$ cat config.mk
export PLATFORM = sky130hd
export DESIGN_NAME = msui_ctrl
export DESIGN_NICKNAME = d
export VERILOG_FILES = /design/src/sv/msui_pkg.sv /design/src/sv/msui_ctrl.sv
export SDC_FILE = /design/constraint.sdc
export NUM_CORES = 1
export LEC_CHECK = 0
export BUFFER_PORTS_ARGS = -buffer_cell sky130_fd_sc_hd__buf_2
export CORE_UTILIZATION = 45
export DETAILED_ROUTE_END_ITERATION = 12
export PLACE_DENSITY = 0.71
export REMOVE_ABC_BUFFERS = 1
export SKIP_LAST_GASP = 1
export SYNTH_ARGS = -nofsm -noshare
export SYNTH_HDL_FRONTEND = slang
export SYNTH_SLANG_ARGS = --single-unit
$ cat constraint.sdc
create_clock -name aclk -period 3.1 [get_ports aclk]
set_input_delay 0.62 -clock aclk [delete_from_list [all_inputs] [get_ports aclk]]
set_output_delay 0.62 -clock aclk [all_outputs]
set_load 0.005 [all_outputs]
$ cat src/sv/msui_pkg.sv
// ============================================================================
// msui_pkg: shared sizes, types and control bundles of the sort-unique block
// Holds the capacity, the derived widths and the command and status bundles
// that join the controller and the datapath.
// ============================================================================
`default_nettype none

package msui_pkg;

    // Capacity of the value store (2 to 64 entries).
    localparam int MAX_ITEMS = 64;

    // Address width of the stores, width of counts up to MAX_ITEMS, and the
    // width of run offsets that may reach twice the capacity.
    localparam int IDX_W = (MAX_ITEMS > 1) ? $clog2(MAX_ITEMS) : 1;
    localparam int CNT_W = $clog2(MAX_ITEMS + 1);
    localparam int SUM_W = CNT_W + 1;

    // Field widths of the stream payloads.
    localparam int VAL_W     = 64;
    localparam int POS_W     = 6;
    localparam int S_TDATA_W = 64;
    localparam int M_TDATA_W = 72;
    localparam int M_PAD_W   = M_TDATA_W - POS_W - VAL_W;

    typedef logic        [IDX_W-1:0] idx_t;
    typedef logic        [CNT_W-1:0] cnt_t;
    typedef logic        [SUM_W-1:0] sum_t;
    typedef logic signed [VAL_W-1:0] val_t;

    // Commands from the controller to the datapath.
    typedef struct packed {
        logic load;       // a request is accepted on the input side
        logic init_clr;   // start a new sort: clear offsets and pass width
        logic init_wr;    // write the identity order and unit run lengths
        logic pair_clr;   // clear merge counters and read the left run length
        logic rl_rd_hi;   // read the run length of the right run
        logic len1_ld;    // capture the left run length
        logic len2_ld;    // capture the right run length
        logic side;       // 0: left run, 1: right run
        logic head_ld;    // load a run head from the order and value stores
        logic pick;       // choose the smaller head
        logic wr;         // write the chosen entry unless it repeats a value
        logic run_done;   // store the merged run length, move to the next pair
        logic pass_end;   // swap order stores and double the run width
        logic out_ld;     // load the result register
        logic out_take;   // a result request is taken on the output side
        logic set_done;   // clear the load count and the drop flag
    } msui_cmd_t;

    // Status from the datapath to the controller.
    typedef struct packed {
        logic init_last;
        logic size_ge_n;
        logic a_more;
        logic b_more;
        logic len2_zero;
        logic refill;
        logic next_i_lt_n;
        logic dbl_lt_n;
        logic pick_side;
        logic out_last;
    } msui_sts_t;

endpackage

`default_nettype wire

$ cat src/sv/msui_ctrl.sv
// ============================================================================
// msui_ctrl: sequencer of the sort-unique block
// Steps through loading, order setup, the merge passes and the result
// readout, and drives the stream handshakes.
// ============================================================================
`default_nettype none

module msui_ctrl (
    input  wire logic                    aclk,
    input  wire logic                    aresetn,
    input  wire logic                    s_tvalid,
    input  wire logic                    s_tlast,
    output logic                         s_tready,
    output logic                         m_tvalid,
    input  wire logic                    m_tready,
    input  wire msui_pkg::msui_sts_t     sts,
    output msui_pkg::msui_cmd_t          cmd
);
    import msui_pkg::*;

    typedef enum logic [13:0] {
        ST_LOAD  = 14'b00000000000001,
        ST_INIT  = 14'b00000000000010,
        ST_PAIR  = 14'b00000000000100,
        ST_PAIR2 = 14'b00000000001000,
        ST_PAIR3 = 14'b00000000010000,
        ST_F1    = 14'b00000000100000,
        ST_F2    = 14'b00000001000000,
        ST_CMP   = 14'b00000010000000,
        ST_WR    = 14'b00000100000000,
        ST_OUT0  = 14'b00001000000000,
        ST_OUT1  = 14'b00010000000000,
        ST_O1    = 14'b00100000000000,
        ST_O2    = 14'b01000000000000,
        ST_O3    = 14'b10000000000000
    } msui_state_t;

    msui_state_t state_reg;
    msui_state_t state_next;
    logic        side_reg;
    logic        side_next;
    logic        prime_reg;
    logic        prime_next;

    // State and fetch bookkeeping registers
    always_ff @(posedge aclk) begin
        if (!aresetn) begin
            state_reg <= ST_LOAD;
            side_reg  <= 1'b0;
            prime_reg <= 1'b0;
        end else begin
            state_reg <= state_next;
            side_reg  <= side_next;
            prime_reg <= prime_next;
        end
    end

    // Next state and commands
    always_comb begin
        state_next = state_reg;
        side_next  = side_reg;
        prime_next = prime_reg;
        cmd        = '0;
        s_tready   = 1'b0;
        m_tvalid   = 1'b0;
        unique case (state_reg)
            ST_LOAD: begin
                s_tready = 1'b1;
                if (s_tvalid) begin
                    cmd.load = 1'b1;
                    if (s_tlast) begin
                        cmd.init_clr = 1'b1;
                        state_next   = ST_INIT;
                    end
                end
            end
            ST_INIT: begin
                cmd.init_wr = 1'b1;
                if (sts.init_last) begin
                    state_next = sts.size_ge_n ? ST_OUT0 : ST_PAIR;
                end
            end
            ST_PAIR: begin
                cmd.pair_clr = 1'b1;
                state_next   = ST_PAIR2;
            end
            ST_PAIR2: begin
                cmd.len1_ld  = 1'b1;
                cmd.rl_rd_hi = 1'b1;
                state_next   = ST_PAIR3;
            end
            ST_PAIR3: begin
                cmd.len2_ld = 1'b1;
                side_next   = 1'b0;
                prime_next  = 1'b1;
                state_next  = ST_F1;
            end
            ST_F1: begin
                cmd.side   = side_reg;
                state_next = ST_F2;
            end
            ST_F2: begin
                cmd.side    = side_reg;
                cmd.head_ld = 1'b1;
                // After the left head of a fresh pair, fetch the right head too unless the right run is empty.
                if (prime_reg && !side_reg && !sts.len2_zero) begin
                    side_next  = 1'b1;
                    state_next = ST_F1;
                end else begin
                    prime_next = 1'b0;
                    state_next = ST_CMP;
                end
            end
            ST_CMP: begin
                if (!sts.a_more && !sts.b_more) begin
                    cmd.run_done = 1'b1;
                    if (sts.next_i_lt_n) begin
                        state_next = ST_PAIR;
                    end else begin
                        cmd.pass_end = 1'b1;
                        state_next   = sts.dbl_lt_n ? ST_PAIR : ST_OUT0;
                    end
                end else begin
                    cmd.pick   = 1'b1;
                    state_next = ST_WR;
                end
            end
            ST_WR: begin
                cmd.wr = 1'b1;
                if (sts.refill) begin
                    side_next  = sts.pick_side;
                    state_next = ST_F1;
                end else begin
                    state_next = ST_CMP;
                end
            end
            ST_OUT0: begin
                cmd.pair_clr = 1'b1;
                state_next   = ST_OUT1;
            end
            ST_OUT1: begin
                cmd.len1_ld = 1'b1;
                state_next  = ST_O1;
            end
            ST_O1: begin
                state_next = ST_O2;
            end
            ST_O2: begin
                cmd.out_ld = 1'b1;
                state_next = ST_O3;
            end
            ST_O3: begin
                m_tvalid = 1'b1;
                if (m_tready) begin
                    cmd.out_take = 1'b1;
                    if (sts.out_last) begin
                        cmd.set_done = 1'b1;
                        state_next   = ST_LOAD;
                    end else begin
                        state_next = ST_O1;
                    end
                end
            end
            default: begin
                state_next = ST_LOAD;
            end
        endcase
    end

endmodule

`default_nettype wire

* Word level (Yosys, flattened, before mapping)
Index checks and enable logic that the tools add are counted.
** Storage, ports and cells
- Flip-flop bits (word level) :: 16
- Bits of input ports :: 15
- Output and inout bits :: 18
** Cells by class
- Equal/unequal tests :: 21
- Mux-type cells :: 39
- Reductions and logical operators :: 15
** Operators with widths (number)
- $pmux 14 s14 :: 1
- $mux 14 :: 4
- $mux 10 :: 4
- $mux 1 :: 19
- $mux 8 :: 2
- $eq 14x1->1 const B :: 1
- $eq 14x10->1 const B :: 1
- $eq 14x11->1 const B :: 1
- $eq 14x12->1 const B :: 1
- $eq 14x13->1 const B :: 1
- $eq 14x14->1 const B :: 1
- $eq 14x2->1 const B :: 1
- $eq 14x3->1 const B :: 1
- $eq 14x4->1 const B :: 1
- $eq 14x5->1 const B :: 1
- $eq 14x6->1 const B :: 1
- $eq 14x7->1 const B :: 1
- $eq 14x8->1 const B :: 1
- $eq 14x9->1 const B :: 1
- $ne 2x2->1 const B :: 7
- $mux 12 :: 1
- $mux 2 :: 6
- $reduce_or 2->1 :: 3
- $logic_not 1->1 :: 4
- 8 further kinds :: 10

* Depth between registers and ports, before layout
- Word-level depth :: 5
- Gate-level depth with buffers :: 8
- Depth with buffers taken out :: 7

* Worst setup path after synthesis
Ideal clock, no wire load.
- Kind :: register to output
- From :: register state_reg[8]
- To :: output port cmd[11] in the netlist's numbering
- Arrival :: 1.483 ns
- Data required time :: 2.480 ns
- Path slack :: 0.997 ns
- Stages on the path, launching flop included :: 5
- Buffers on the path :: 1
- Cell sequence :: dfxtp_1 buf_2 or3_1 or4_4 nor3_1
** RTL lines
- start: declaration :: RTL line msui_ctrl.sv:38 : msui_state_t state_reg;
- start signal: assignment :: RTL line msui_ctrl.sv:52 : state_reg <= state_next;
- end: declaration :: RTL line msui_ctrl.sv:17 : output msui_pkg::msui_cmd_t cmd

==> run metrics <==
Clock transition at path regs=100 ps; clock skew=6.246 ps; Critical Path AT=2010 ps; post-synth cell types=46; Die Wd=51.27 um; Worst Min Path Start=side_reg; routed via count=1,140; number of port buffers=32; Clock Tree Buf Depth=2; max reg flops=14; DRT antenna net count=0; largest net degree at the start of global routing=11; total core area=2255 um^2; most frequent cells in the layout=buf_2 (32), nor2_1 (22), dfxtp_1 (16); most common cell after layout, fill and taps aside=buf_2; Power Dens Cells=302.9 nW/um^2; final instance area=1284 um^2; CTS tree=built; ANT cells=0; Setup crit end kind=output port; Synth-to-Final Area Change=17.53%; Initial DRC Count=30; Sink Count=16; # Max-Cap Violations=0; setup bufs post-CTS=0; min Tclk post-route=2630 ps; actual slew at the worst max-slew pin=381.3 ps; crit path from=state_reg[7]; Setup WS post-layout=469.8 ps; fill cell count=242; CP required=2480 ps; Placed Area=1261 um^2; placement row count=17; Peak VDD IR=0.0002416 V; synth warn=0; die area=2628 um^2; Avg Inst Size Synth=8.091 um^2; P_leak=0.5671 nW; DP Worst Slack=815.8 ps; drt total wl=2829 um; CTS root buf=clkbuf_4; Detailed Place HPWL=2208 um; Worst R2R Start=state_reg[13]; TritonRoute pass-1 iters=4; Hold/Removal Path Class=reg2reg; htree depth=1; placer congestion estimate=0.9407; Setup TNS=0 ps; hold_buf cts=0; CP startpoint kind=register; Initial Utilization=0.4845; RSZ-0062 raised after global routing=no; Seq/Total Area, Yosys=0.2932; global-route wire length before repair=4657 um; fin nets=183; vias in the first global route=1,053; crit-path max FO=7; Worst path max stage delay=560 ps; io pins=33; fraction of registers with async set/reset=0; Fin. Hold Viols=0; FMAX=0.3802 GHz; share of layout cells above drive strength 1=0.3133; worst-path cell chain=nor3_4, nand2_2, or4_4, nor3_1, buf_2; Final Setup Violations=0; Post-synth EDFFs=0; Post-synth top flop=dfxtp_1; worst skew pair latency=290 ps; synthesized flop and latch total=16; gr ovfl total=0; cts bufs inserted=3; Wirelength per Cell=14.58 um; GRT Total Usage=0.2395; status=finished, final reports clean; Final period util=0.8484; slowest cell on the critical path=or4_4; Die H=51.27 um; Max-slew headroom=0.7449; Post-Syn Area=1092 um^2; Residual DRC=0; initial antenna violation count=0; routed vias/inst=5.876; post-CTS resize count=0; Worst Path Class, Setup=reg2out; Mapped Cells=135; Slew Viols, Final=0
## cells by family after synthesis
kind of cell              Yosys count  share of synthesized area
muxes                               1                    0.01031
buffers and inverters              10                    0.04467
DFF                                16                     0.2932
and+or+nand+nor                    83                     0.4903
xor gates and xnor gates            4                    0.03208
AOI/OAI and AO/OA                  21                     0.1294
## report_power, final
part / total (mW) / switching (mW) / leakage, nW / internal (mW)
clock: 0.113 / 0.0677 / 0.0138 / 0.0452
sequential: 0.212 / 0.00413 / 0.129 / 0.208
combinational: 0.0643 / 0.0369 / 0.424 / 0.0274
## per-stage QoR
| stage | instances | total power, mW | hold slack [ps] | util |
|---|---|---|---|---|
| 3_5_place_dp | 191 | 0.2796 | 504.6 | 0.5594 |
| 5_1_grt | 194 | 0.4082 | 573.1 | 0.5694 |
| 3_3_place_gp | 191 | 0.2793 | 491.8 | 0.5594 |
| 2_1_floorplan | 131 | 0.2556 | 463.4 | - |
| 6_report | 194 | 0.3889 | 515.1 | 0.5694 |
| 4_1_cts | 194 | 0.3889 | 517.5 | 0.5694 |
## worst max-delay path: cells and delay by family (launching register included)
| kind | cells | cell delay [ps] |
|---|---|---|
| flip-flops | 1 | 390 |
| buffers and inverters | 1 | 140 |
| AND/OR/NAND/NOR | 4 | 1190 |
## cell type report
cell class,instances,area (um^2),share of cell area
Multi-Input combinational cell,109,723.2,0.5634
Sequential cell,16,320.3,0.2495
Clock buffer,3,22.52,0.01754
Inverter,6,22.52,0.01754
Timing Repair Buffer,32,160.2,0.1248
Tap cell,28,35.03,0.02729
## synthesized netlist by cell type, types with 2 or more instances
| cell type | n | area (um^2) |
|---|---|---|
| nor4_2 | 2 | 25.02 |
| or2_2 | 3 | 18.77 |
| nor2_1 | 22 | 82.58 |
| nand2_1 | 5 | 18.77 |
| dfxtp_1 | 16 | 320.3 |
| nor2b_1 | 3 | 18.77 |
| nand2b_1 | 5 | 31.28 |
| nor4_1 | 3 | 18.77 |
| nand4b_1 | 2 | 17.52 |
| nor3_1 | 4 | 20.02 |
| a21oi_1 | 6 | 30.03 |
| inv_1 | 6 | 22.52 |
| a31oi_1 | 2 | 12.51 |
| o21ai_0 | 5 | 25.02 |
| buf_2 | 3 | 15.01 |
| nand4_1 | 3 | 18.77 |
| a22oi_1 | 2 | 15.01 |
| nand3_1 | 6 | 30.03 |
| nor3b_1 | 2 | 15.01 |
| or3_1 | 3 | 18.77 |
| xor2_1 | 3 | 26.28 |
| nor4b_1 | 2 | 17.52 |
| and2_1 | 2 | 12.51 |
| and4_1 | 2 | 17.52 |
| and3_1 | 2 | 12.51 |
## per-layer routing
metal	part of all wire	wire length [um]	vias to the layer above	track usage
met1	0.42	1200	546	0.3004
met3	0.053	151	5	0.02679
met5	0	0	-	0
met2	0.51	1441	32	0.4145
li1	-	-	557	-
met4	0.013	36	0	0.09459
## final timing paths
check / slack [ps] / depth (start not counted) / end
worst max-delay path: 470 / 5 / cmd[11]
worst min-delay path: 520 / 2 / side_reg
worst max register to register: 1190 / 6 / state_reg[12]
worst min register to register: 520 / 2 / side_reg
(Power assumes the default switching activity.)
